$ cat config.mk
export PLATFORM = sky130hd
export DESIGN_NAME = tcw_front
export DESIGN_NICKNAME = d
export VERILOG_FILES = /design/src/rtl/core/tcw_pkg.sv /design/src/rtl/core/tcw_front.sv
export SDC_FILE = /design/constraint.sdc
export NUM_CORES = 1
export LEC_CHECK = 0
export BUFFER_PORTS_ARGS = -buffer_cell sky130_fd_sc_hd__clkbuf_2
export CORE_MARGIN = 2
export CORE_UTILIZATION = 46
export CTS_CLUSTER_DIAMETER = 200
export DETAILED_ROUTE_END_ITERATION = 7
export PLACE_DENSITY = 0.85
export SLEW_MARGIN = 0
export SYNTH_ARGS = -nofsm -noshare
export SYNTH_HDL_FRONTEND = slang
export SYNTH_SLANG_ARGS = --single-unit
export TNS_END_PERCENT = 100
$ cat constraint.sdc
create_clock -name clk -period 2.5 [get_ports clk]
set_input_delay 0.25 -clock clk [delete_from_list [all_inputs] [get_ports clk]]
set_output_delay 0.25 -clock clk [all_outputs]
set_load 0.01 [all_outputs]
$ cat src/rtl/core/tcw_pkg.sv
// Shared types and constants for the text console writer.
`default_nettype none

package tcw_pkg;

  // Default screen geometry
  localparam int COLUMNS_DEF = 80;
  localparam int ROWS_DEF    = 25;

  // Command codes on the command port
  localparam logic [2:0] CMD_PUT     = 3'd0;
  localparam logic [2:0] CMD_WRITE   = 3'd1;
  localparam logic [2:0] CMD_RECOLOR = 3'd2;
  localparam logic [2:0] CMD_CLEAR   = 3'd3;
  localparam logic [2:0] CMD_READ    = 3'd4;
  localparam logic [2:0] CMD_SCROLL  = 3'd5;

  // Character and attribute constants
  localparam logic [7:0] NEWLINE_CHAR = 8'h0A;
  localparam logic [7:0] BLANK_CHAR   = 8'h20;
  localparam logic [7:0] RESET_COLOR  = 8'h07;

  // Command queue between front and back
  localparam int QDEPTH = 2;
  localparam int QPTR_W = 1;
  localparam int QCNT_W = 2;

  // Configuration port
  localparam int PADDR_W = 3;
  localparam int PDATA_W = 32;

  // Classified operation handed from front to back
  typedef enum logic [2:0] {
    OP_NOP,
    OP_PUT_CHAR,
    OP_NEWLINE,
    OP_WRITE,
    OP_RECOLOR,
    OP_CLEAR,
    OP_READ,
    OP_SCROLL
  } op_t;

  typedef struct packed {
    op_t        op;
    logic [7:0] char_code;
    logic [7:0] attr_color;
    logic [6:0] x_pos;
    logic [4:0] y_pos;
  } item_t;

endpackage

`default_nettype wire

$ cat src/rtl/core/tcw_front.sv
// Front end: accepts commands, classifies them and queues them for the back end.
`default_nettype none

module tcw_front
  import tcw_pkg::*;
#(
  parameter int COLUMNS = COLUMNS_DEF,
  parameter int ROWS    = ROWS_DEF
) (
  input  wire logic       clk,
  input  wire logic       rst,
  input  wire logic       start,
  input  wire logic       hold_off,
  input  wire logic [2:0] command,
  input  wire logic [7:0] char_code,
  input  wire logic [7:0] attr_color,
  input  wire logic [6:0] x_pos,
  input  wire logic [4:0] y_pos,
  output logic            busy,
  output item_t           head,
  output logic            head_valid,
  input  wire logic       pop
);

  item_t              q [QDEPTH];
  logic [QPTR_W-1:0]  wr_ptr;
  logic [QPTR_W-1:0]  rd_ptr;
  logic [QCNT_W-1:0]  count;
  item_t              cls;
  logic               in_range;
  logic               push;

  // Classify the incoming command
  always_comb begin
    in_range      = (32'(x_pos) < COLUMNS) && (32'(y_pos) < ROWS);
    cls.char_code  = char_code;
    cls.attr_color = attr_color;
    cls.x_pos      = x_pos;
    cls.y_pos      = y_pos;
    case (command)
      CMD_PUT:     cls.op = (char_code == NEWLINE_CHAR) ? OP_NEWLINE : OP_PUT_CHAR;
      CMD_WRITE:   cls.op = in_range ? OP_WRITE : OP_NOP;
      CMD_RECOLOR: cls.op = OP_RECOLOR;
      CMD_CLEAR:   cls.op = OP_CLEAR;
      CMD_READ:    cls.op = in_range ? OP_READ : OP_NOP;
      CMD_SCROLL:  cls.op = OP_SCROLL;
      default:     cls.op = OP_NOP;
    endcase
  end

  assign busy       = (count == QCNT_W'(QDEPTH)) || hold_off;
  assign push       = start && !busy;
  assign head       = q[rd_ptr];
  assign head_valid = (count != '0);

  // Store queue payload
  always_ff @(posedge clk) begin
    if (push) begin
      q[wr_ptr] <= cls;
    end
  end

  // Advance queue pointers
  always_ff @(posedge clk) begin
    if (rst) begin
      wr_ptr <= '0;
      rd_ptr <= '0;
      count  <= '0;
    end else begin
      if (push) begin
        wr_ptr <= wr_ptr + QPTR_W'(1);
      end
      if (pop) begin
        rd_ptr <= rd_ptr + QPTR_W'(1);
      end
      if (push && !pop) begin
        count <= count + QCNT_W'(1);
      end else if (pop && !push) begin
        count <= count - QCNT_W'(1);
      end
    end
  end

endmodule

`default_nettype wire

After elaboration in Yosys (flattened, before gate mapping)
Memories as Yosys holds them, arrays and structs flattened. A register that Yosys moved wholly into a read port is not among the register bits. Index checks and enable logic that the tools add are counted. W data, S select, Z words.

Register bits after elaboration: 4. Bits in writable memories: 62. Output and inout port bits: 33. Memories: 1.

Memories: q (words 2, bits a word 31, rd ports 1, clocked after Yosys merged registers in 1, write ports 1, RTL line tcw_front.sv:25) `item_t q [QDEPTH];`.

Add/subtract/negate cells: 4. Magnitude comparators: 2. Eq/ne operators: 7. Mux-type cells: 10. Reduce and logical (&&, ||, !) cells: 11.

Operators with widths (count): $pmux W3 S6 (1); $eq A8 B4 Y1 const B (1); $mux W2 (4); $lt A7 B7 Y1 const B (1); $eq A3 B2 Y1 const B (2); $eq A3 B3 Y1 const B (2); $lt A5 B5 Y1 const B (1); $logic_and A1 B1 Y1 (4); $mux W1 (4); $reduce_bool A2 Y1 (2); $eq A3 B1 Y1 const B (1); $logic_not A1 Y1 (3); $logic_not A3 Y1 (1); $mux W3 (1); $add A1 B1 Y1 const B (2); $add A2 B1 Y2 const B (1); $eq A2 B2 Y1 const B (1); $sub A2 B1 Y2 const B (1); $logic_or A1 B1 Y1 (1).

Depth between registers and ports, before layout
Gate-level depths: netlist of run 1.

Word-level depth: 8. Mapped depth: 6. Mapped depth without buffers: 6.

Least setup slack after synthesis of run 1
OpenSTA, ideal clock, no wires.

Path type: reg2reg. From: reg count[0]. To: mem q[0][0] in the netlist's numbering (enable). Library setup time: 0.441 ns. Data arrival time: 2.218 ns. Data required time: 2.059 ns. Setup slack: -0.159 ns. Stages on the path, launching flop included: 3. Path buffers: 0. Period minus slack after synthesis: 2.659 ns. Cells stage by stage: dfxtp_1 nor2b_1 nor4_2.

Longest elaborated chain between the ends: 6.

RTL lines: from (decl) (RTL line tcw_front.sv:28) `logic [QCNT_W-1:0] count;`; from (signal assigned) (RTL line tcw_front.sv:77) `count <= count + QCNT_W'(1);`; from (signal assigned) (RTL line tcw_front.sv:79) `count <= count - QCNT_W'(1);`; $eq A2 B2 Y1 (RTL line tcw_front.sv:51) `assign busy = (count == QCNT_W'(QDEPTH)) || hold_off;`; $logic_or A1 B1 Y1 (RTL line tcw_front.sv:51); $logic_not A1 Y1 (RTL line tcw_front.sv:52) `assign push = start && !busy;`; $logic_and A1 B1 Y1 (RTL line tcw_front.sv:52); $mux W1 (RTL line tcw_front.sv:58) `if (push) begin`; $mux W1 (implied by the code) (RTL line tcw_front.sv:59) `q[wr_ptr] <= cls;`; to (decl) (RTL line tcw_front.sv:25).

No other way between the ends.

==> qor.yml, run 1 <==
worst_setup_path:
  critical_path_class: "reg2out"
  rrSetupSlack_ps: 720
  worstPathCellList: "buf_4 -> mux2_2 -> clkbuf_2"
  cp.buffers_inverters: 2
  critPathCaptureType: "output pin"
  slowest_delay_ps: 390
  critical_path.slowest_cell: "mux2_2"
  critical_path.top_delay_family: "buffers and inverters"
  cp.required_ps: 2250
  critPathArrivalTime_ps: 1530
  cp-start-kind: "register"
  cp_max_fo: 31
timing:
  tns_ps: 0
  finalHoldViolCount: 0
  tightestPinTransition_ps: 411
  drv_slew: 0
  finalClockSkew_ps: 5.16
  slew_headroom: 0.722
  max_freq_mhz: 563
  post-route-min-period_ps: 1780
  setup_viol: 0
  min_period_over_period: 0.710
  grt_setup_unrepaired: "no"
clock_tree:
  clock-sinks: 67
  ctsResizeCount: 0
  cts_setup_buffers: 0
  htree_levels: 3
  cts_buffers: 9
  root_buffer: "clkbuf_8"
  cts_tree: "yes"
  path_clk_slew_ps: 70
  clk_path_buf_depth: 2
  clkLatencyLatePin_ps: 320
  cts_hold_buffers: 0
detailed_routing:
  ant_nets: 0
  drt-total-wl_um: 4410
  drtIter0Drc: 65
  route.detailed.drc: 0
  vias: 1431
  wl_per_cell_um: 15.0
  dr.pass1.iters: 4
  routed_via_density: 4.87
yosys:
  synth-seq-cells: 67
  synth_ff_type: "edfxtp_1"
  ys_types: 26
  syn-cell-area_um2: 2580
  async_reset_ff_frac: 0
  synth_area_leaders: "edfxtp_1 72%, mux2_2 14%, dfxtp_1 3.9%, xor2_1 1.0%, nor4_2 0.97%"
  synth-edff-count: 62
  yosysMostFrequentCell: "edfxtp_1"
  yosys.area.top_type_share: 0.720
  synth-seq-area-share: 0.759
  yosysWarnings: 0
  syn-num-nets: 176
  synth_cells: 139
  synth_top_area_cell: "edfxtp_1"
  syn_avg_cell_area_um2: 18.6
  synthTopCellsByCount: "62 x edfxtp_1, 31 x mux2_2, 5 x dfxtp_1, 5 x nor2_1"
finish:
  final_nets: 254
  antennaDiodeCount: 0
  drive_above_1_share: 0.545
  utilization: 0.587
  synthToLayoutAreaGrowth_pct: 24.2
  stdcell_count: 294
global_routing:
  overflow: 0
  grt_usage: 0.149
  grt_max_degree: 32
  grt_pass1_vias: 1460
  grt_pass1_wl_um: 6740
  antenna_found_initial: 0
placed_design:
  gp_congestion: 0.751
  dp_hpwl_um: 3010
  portBuffers: 68
  dpl.cell_count: 278
pwr:
  ir_drop_mv: 0.392
  fin_total_pwr_mw: 2.42
  p_leak_nw: 1.22
  power_density_nw_per_um2: 753
die:
  core_um2: 5470
  fp.dieH_um: 79.0
  rows: 27
  dieArea_um2: 6240
  io_pins: 69
  die_x_um: 79.0
  initial_core_util: 0.472
outcome:
  outcome: "finished clean"
worst_hold_path:
  hold_path_class: "in2reg"
run:
  max_cap_violations: 0
-- path summary, 6_finish.rpt --
check | startpoint | endpoint | cells after the start
worst max register to register | count[1] | count[1] | 5
worst min-delay path | x_pos[1] | q[0][6] | 1
worst max-delay path | register | head[11] | 3
worst min register to register | count[1] | count[1] | 2
-- layer usage --
| layer | global-route usage | part of all wire | up-vias |
|---|---|---|---|
| met3 | 0.0420 | 0.054 | 2 |
| met1 | 0.165 | 0.42 | 683 |
| met4 | 0.0690 | 0.0043 | 0 |
| li1 | - | - | 696 |
| met5 | 0 | 0 | - |
| met2 | 0.263 | 0.52 | 50 |
-- where the power goes --
group	internal, mW	switching [mW]
clock	0.452	0.365
sequential	1.29	0.0187
combinational	0.137	0.158
total	1.88	0.542
-- per-stage QoR --
stage               area (µm²)  worst slack [ps]  hold slack, ps
finish                    3210               725             124
global route              3210               629            92.8
CTS                       3210               684             101
detailed placement        3030               733             446
global placement          3030               880             440
floorplan                 2590               571             319
-- cells in the final DEF (no fill, tap or decap), drive strengths merged, types with 2 or more instances in the layout --
master,synthesis,final
mux2,31,31
clkinv,0,4
nor4,2,2
a211oi,3,3
xnor2,2,2
inv,3,3
nor2,5,5
buf,3,3
edfxtp,62,62
a21oi,2,2
dfxtp,5,5
nand2,3,3
xor2,3,3
o21ai,3,3
clkbuf,1,78
-- logic make-up after synthesis --
logic type                 Yosys count  share of synthesized area
DFF                                 67                      0.759
muxes                               31                      0.135
and+or+nand+nor                     16                     0.0392
AOI/OAI and AO/OA                   12                     0.0334
buffers and inverters                7                     0.0116
xor gates and xnor gates             5                     0.0169
adders and majority gates            1                    0.00484
-- flip-flops by register name (all words and copies together), names as in the netlist, named ones only --
signal  flops
rd_ptr      1
q          62
wr_ptr      1
count       2
-- area by class of cell --
type	instances	area, µm²
multi-input cells	65	602
well taps	72	90.1
clock inverters	6	56.3
fillers	447	2260
repair buffers	71	363
clock buffers	10	128
inverters	3	11.3
flip-flops and latches	67	1960
(Power assumes the default switching activity.)
==> run 2, diff against run 1 <==
clock period = 1.6 ns   (was 2.5 ns; I/O delays follow)
==> qor.yml, run 2 (synthesis results as in run 1) <==
outcome:
  outcome: "finished clean"  # unchanged
clock_tree:
  root_buffer: "clkbuf_8"  # unchanged
  cts_buffers: 9  # unchanged
  path_clk_slew_ps: 70  # about the same
  clk_path_buf_depth: 2  # unchanged
  cts_tree: "yes"  # unchanged
  htree_levels: 3  # unchanged
  clock-sinks: 67  # unchanged
  clkLatencyLatePin_ps: 330  # was 320 ps
timing:
  finalHoldViolCount: 0  # unchanged
  grt_setup_unrepaired: "yes"  # was no
  setup_viol: 0  # unchanged
  tightestPinTransition_ps: 378  # was 411 ps
  slew_headroom: 0.744  # was 0.722
  max_freq_mhz: 643
  finalClockSkew_ps: 7.37  # was 5.16 ps
  min_period_over_period: 0.973
  tns_ps: 0  # unchanged
  post-route-min-period_ps: 1560
  fin_hold_ws_ps: 16.3  # was 124 ps
  drv_slew: 0  # unchanged
global_routing:
  grt_pass1_vias: 1417  # was 1460
  antenna_found_initial: 0  # unchanged
  overflow: 0  # unchanged
  grt_pass1_wl_um: 6510  # was 6740 µm
  grt_usage: 0.145  # was 0.149
  grt_max_degree: 33  # was 32
detailed_routing:
  drtIter0Drc: 105  # was 65
  vias: 1492  # was 1431
  ant_nets: 0  # unchanged
  wl_per_cell_um: 15.2  # was 15.0 µm
  drt-total-wl_um: 4560  # was 4410 µm
  dr.pass1.iters: 5  # was 4
  route.detailed.drc: 0  # unchanged
  routed_via_density: 4.97  # was 4.87
pwr:
  power_density_nw_per_um2: 1210  # was 753 nW/µm²
  switching_share: 0.225  # was 0.224
  ir_drop_mv: 0.597  # was 0.392 mV
  p_comb_frac: 0.123  # was 0.122
  power_switching_uw: 910  # was 542 µW
  p_int_mw: 3.14  # was 1.88 mW
  clkPwrFrac: 0.372  # was 0.338
  p_leak_nw: 1.27  # was 1.22 nW
  power_frac_seq: 0.505  # was 0.540
placed_design:
  placed_cell_area_um2: 3070  # was 3030 µm²
  dp_hpwl_um: 2930  # was 3010 µm
  portBuffers: 68  # unchanged
  gp_congestion: 0.697  # was 0.751
finish:
  top_register: "q"  # unchanged
  final_nets: 260  # was 254
  largestRegisters: "q: 62 flops, count: 2 flops"  # unchanged
  final_cell_mix: "68 x clkbuf_2, 62 x edfxtp_1, 31 x mux2_2, 9 x clkbuf_8, 5 x nor2_1"  # was 68 x clkbuf_2, 62 x edfxtp_1, 31 x mux2_2, 9 x clkbuf_8
  antennaDiodeCount: 0  # unchanged
  design_area_um2: 3340  # was 3210 µm²
  num-fill-cells: 440  # was 447
  final_common_cell: "clkbuf_2"  # unchanged
  drive_above_1_share: 0.570  # was 0.545
  largest_register_ffs: 62  # unchanged
  synthToLayoutAreaGrowth_pct: 29.3  # was 24.2%
run:
  max_cap_violations: 0  # unchanged
worst_setup_path:
  critPathArrivalTime_ps: 1400  # was 1530 ps
  cp.required_ps: 1440  # was 2250 ps
  cp_max_fo: 13  # was 31
  cp-start-kind: "register"  # unchanged
  rrSetupSlack_ps: 100  # was 720 ps
  critical_path_class: "reg2out"  # unchanged
  critPathCaptureType: "output pin"  # unchanged
die:
  io_pins: 69  # unchanged
  fp.dieH_um: 79.0  # unchanged
  core_um2: 5470  # unchanged
  dieArea_um2: 6240  # unchanged
  die_x_um: 79.0  # unchanged
  initial_core_util: 0.472  # unchanged
  rows: 27  # unchanged
worst_hold_path:
  hold_path_class: "in2reg"  # unchanged
==> run 2: metrics by stage <==
step | setup slack, ps | utilization | std cells | power [mW]
after detailed placement | 46.0 | 0.561 | 279 | 2.57
after CTS | 2.79 | 0.607 | 298 | 4.07
after global placement | 133 | 0.561 | 279 | 2.55
final | 43.8 | 0.611 | 300 | 4.05
after floorplan | -294 | - | 139 | 2.36
after global routing | -25.0 | 0.611 | 300 | 4.20
==> run 2: power by group through the flow <==
stage	Clock, mW	Sequential [mW]	Combinational [mW]
after floorplan	0	2.08	0.278
after global placement	0	2.08	0.472
after detailed placement	0	2.08	0.483
after CTS	1.53	2.05	0.494
after global routing	1.61	2.05	0.537
final	1.50	2.04	0.500
==> run 2: final cells by class <==
class | count | area, µm² | area share
clock inverter | 6 | 90.1 | 0.0269
inverter | 3 | 11.3 | 0.00337
clock buffer | 10 | 128 | 0.0382
sequential | 67 | 1960 | 0.588
tap | 72 | 90.1 | 0.0269
multi-input combinational | 65 | 616 | 0.184
timing repair buffer | 77 | 444 | 0.133
==> run 2: routing by layer <==
metal / vias up / track usage / wire length (µm)
li1: 710 / - / -
met1: 723 / 0.152 / 1810
met4: 0 / 0.0828 / 100
met5: - / 0 / 0
met3: 10 / 0.0455 / 255
met2: 49 / 0.258 / 2390
==> run 2: worst max-delay path, cell delays in order, from the launching register on <==
cell and delay (ps):
dfxtp_1 350, buf_4 230, mux2_2 360, clkbuf_2 130
==> run 2: path summary, 6_finish.rpt <==
check                                   start        to  cells after the start
worst min register to register       count[1]  count[1]                      2
worst min-delay path            attr_color[7]  q[0][19]                      1
worst max register to register       count[1]  count[1]                      5
worst max-delay path                 register  head[30]                      3
==> run 2: what timing repair did <==
item | in CTS | in global routing
hold buffers | 3 | 0
setup buffers | 0 | 2
hold endpoints to repair | 6 | 0
setup endpoints to repair | 18 | 16
gates resized for setup | 1 | 1
==> run 3, diff against run 2 <==
--- a/config.mk
+++ b/config.mk
@@ -10,4 +10,5 @@
 export CORE_UTILIZATION = 46
 export CTS_CLUSTER_DIAMETER = 200
+export CTS_CLUSTER_SIZE = 16
 export DETAILED_ROUTE_END_ITERATION = 7
 export PLACE_DENSITY = 0.85
==> constraint.sdc (replaced) <==
create_clock -name clk -period 1.6 [get_ports clk]
set_input_delay 0.24 -clock clk [delete_from_list [all_inputs] [get_ports clk]]
set_output_delay 0.24 -clock clk [all_outputs]
set_load 0.01 [all_outputs]
==> qor.yml, run 3 (synthesis results as in run 1) <==
finish:
  num-fill-cells: 418  # was 440
  top_register: "q"  # unchanged
  largest_register_ffs: 62  # unchanged
  antennaDiodeCount: 0  # unchanged
  final_common_cell: "clkbuf_2"  # unchanged
  utilization: 0.609  # was 0.611
  final_cell_mix: "67 x clkbuf_2, 62 x edfxtp_1, 30 x mux2_2, 9 x clkbuf_8, 5 x nor2_1"  # was 68 x clkbuf_2, 62 x edfxtp_1, 31 x mux2_2, 9 x clkbuf_8, 5 x nor2_1
  design_area_um2: 3330  # was 3340 µm²
  largestRegisters: "q: 62 flops, count: 2 flops"  # unchanged
  final_nets: 257  # was 260
  drive_above_1_share: 0.573  # was 0.570
  synthToLayoutAreaGrowth_pct: 29.0  # was 29.3%
pwr:
  power_switching_uw: 865  # was 910 µW
  p_leak_nw: 1.27  # about the same
  p_int_mw: 3.14  # about the same
  switching_share: 0.216  # was 0.225
  fin_total_pwr_mw: 4.01  # was 4.05 mW
  ir_drop_mv: 0.859  # was 0.597 mV
  power_frac_seq: 0.512  # was 0.505
  p_comb_frac: 0.126  # was 0.123
  clkPwrFrac: 0.362  # was 0.372
  power_density_nw_per_um2: 1200  # was 1210 nW/µm²
die:
  io_pins: 69  # unchanged
  dieArea_um2: 6240  # unchanged
  fp.dieH_um: 79.0  # unchanged
  rows: 27  # unchanged
  core_um2: 5470  # unchanged
  die_x_um: 79.0  # unchanged
  initial_core_util: 0.472  # unchanged
timing:
  setup_viol: 0  # unchanged
  tightestPinTransition_ps: 425  # was 378 ps
  fin_hold_ws_ps: 95.7  # was 16.3 ps
  min_period_over_period: 0.992  # was 0.973
  finalHoldViolCount: 0  # unchanged
  finalClockSkew_ps: 11.1  # was 7.37 ps
  drv_slew: 0  # unchanged
  grt_setup_unrepaired: "yes"  # unchanged
  slew_headroom: 0.714  # was 0.744
  post-route-min-period_ps: 1590  # was 1560 ps
  max_freq_mhz: 630  # was 643 MHz
outcome:
  outcome: "finished clean"  # unchanged
placed_design:
  dp_hpwl_um: 2970  # was 2930 µm
  placed_cell_area_um2: 3080  # was 3070 µm²
  portBuffers: 68  # unchanged
  gp_congestion: 0.704  # was 0.697
worst_setup_path:
  cp.required_ps: 1360  # was 1440 ps
  cp-start-kind: "register"  # unchanged
  cp_max_fo: 16  # was 13
  critical_path_class: "reg2out"  # unchanged
  critical_path.slowest_cell: "dfxtp_4"  # was mux2_2
  critPathCaptureType: "output pin"  # unchanged
  rr_startpoint: "count[1]"  # unchanged
  cp.buffers_inverters: 2  # unchanged
  slowest_delay_ps: 380  # was 360 ps
  critical_path.top_delay_family: "flip-flops"  # was buffers and inverters
  critPathArrivalTime_ps: 1350  # was 1400 ps
  worstPathCellList: "buf_12 -> mux2_2 -> clkbuf_2"  # was buf_4 -> mux2_2 -> clkbuf_2
detailed_routing:
  vias: 1483  # was 1492
  drt-total-wl_um: 4470  # was 4560 µm
  drtIter0Drc: 88  # was 105
  route.detailed.drc: 0  # unchanged
  ant_nets: 0  # unchanged
  routed_via_density: 4.99  # was 4.97
  dr.pass1.iters: 4  # was 5
  wl_per_cell_um: 15.0  # was 15.2 µm
clock_tree:
  cts_hold_buffers: 0  # was 3
  htree_levels: 3  # unchanged
  path_clk_slew_ps: 70  # about the same
  clkLatencyLatePin_ps: 330  # about the same
  root_buffer: "clkbuf_8"  # unchanged
  clk_path_buf_depth: 2  # unchanged
  clock-sinks: 67  # unchanged
  cts_buffers: 9  # unchanged
  cts_tree: "yes"  # unchanged
global_routing:
  grt_usage: 0.149  # was 0.145
  overflow: 0  # unchanged
  grt_pass1_vias: 1495  # was 1417
  grt_max_degree: 33  # unchanged
  antenna_found_initial: 0  # unchanged
  grt_pass1_wl_um: 6690  # was 6510 µm
worst_hold_path:
  hold_path_class: "in2reg"  # unchanged
  min-delay-start: "x_pos[0]"  # was attr_color[7]
run:
  max_cap_violations: 0  # unchanged
[run 3: worst paths after layout]
| check | to | cells past startpoint | slack (ps) |
|---|---|---|---|
| setup / recovery | head[29] | 3 | 10 |
| hold reg to reg | register | 2 | 520 |
| setup reg to reg | count[1] | 5 | 80 |
| hold / removal | q[1][5] | 1 | 100 |
[run 3: cell type report]
class / instances / area (µm²) / share of cell area
sequential: 67 / 1970 / 0.590
clock inverter: 5 / 77.6 / 0.0233
timing repair buffer: 74 / 437 / 0.131
inverter: 3 / 11.3 / 0.00338
multi-input combinational: 65 / 619 / 0.186
clock buffer: 11 / 131 / 0.0394
tap: 72 / 90.1 / 0.0270
[run 3: through the flow]
stage	cells	setup TNS [ps]	setup slack, ps
2_1_floorplan	139	-9350	-294
3_3_place_gp	279	0	135
3_5_place_dp	279	-23.7	-23.7
4_1_cts	297	-73.7	-13.8
5_1_grt	297	-423	-32.4
6_report	297	0	13.4
[run 3: metal layers]
layer	global-route usage	wire length [µm]
met1	0.164	1770
met3	0.0352	253
met4	0.0983	127
met5	0	0
met2	0.257	2320
[run 3: repair_timing]
item                                    4_1_cts  5_1_grt
hold endpoints to repair                      0        0
gates resized for setup                       7        2
pin swaps                                     0        0
setup buffers                                 1        0
endpoints found under the setup margin       32       24
cloned                                        1        0
[run 3: power by group through the flow]
| stage | clock [mW] | sequential, mW | combinational, mW |
|---|---|---|---|
| after floorplan | 0 | 2.08 | 0.278 |
| after global placement | 0 | 2.08 | 0.480 |
| after detailed placement | 0 | 2.08 | 0.491 |
| after CTS | 1.49 | 2.05 | 0.511 |
| after global routing | 1.56 | 2.06 | 0.545 |
| final | 1.45 | 2.05 | 0.505 |
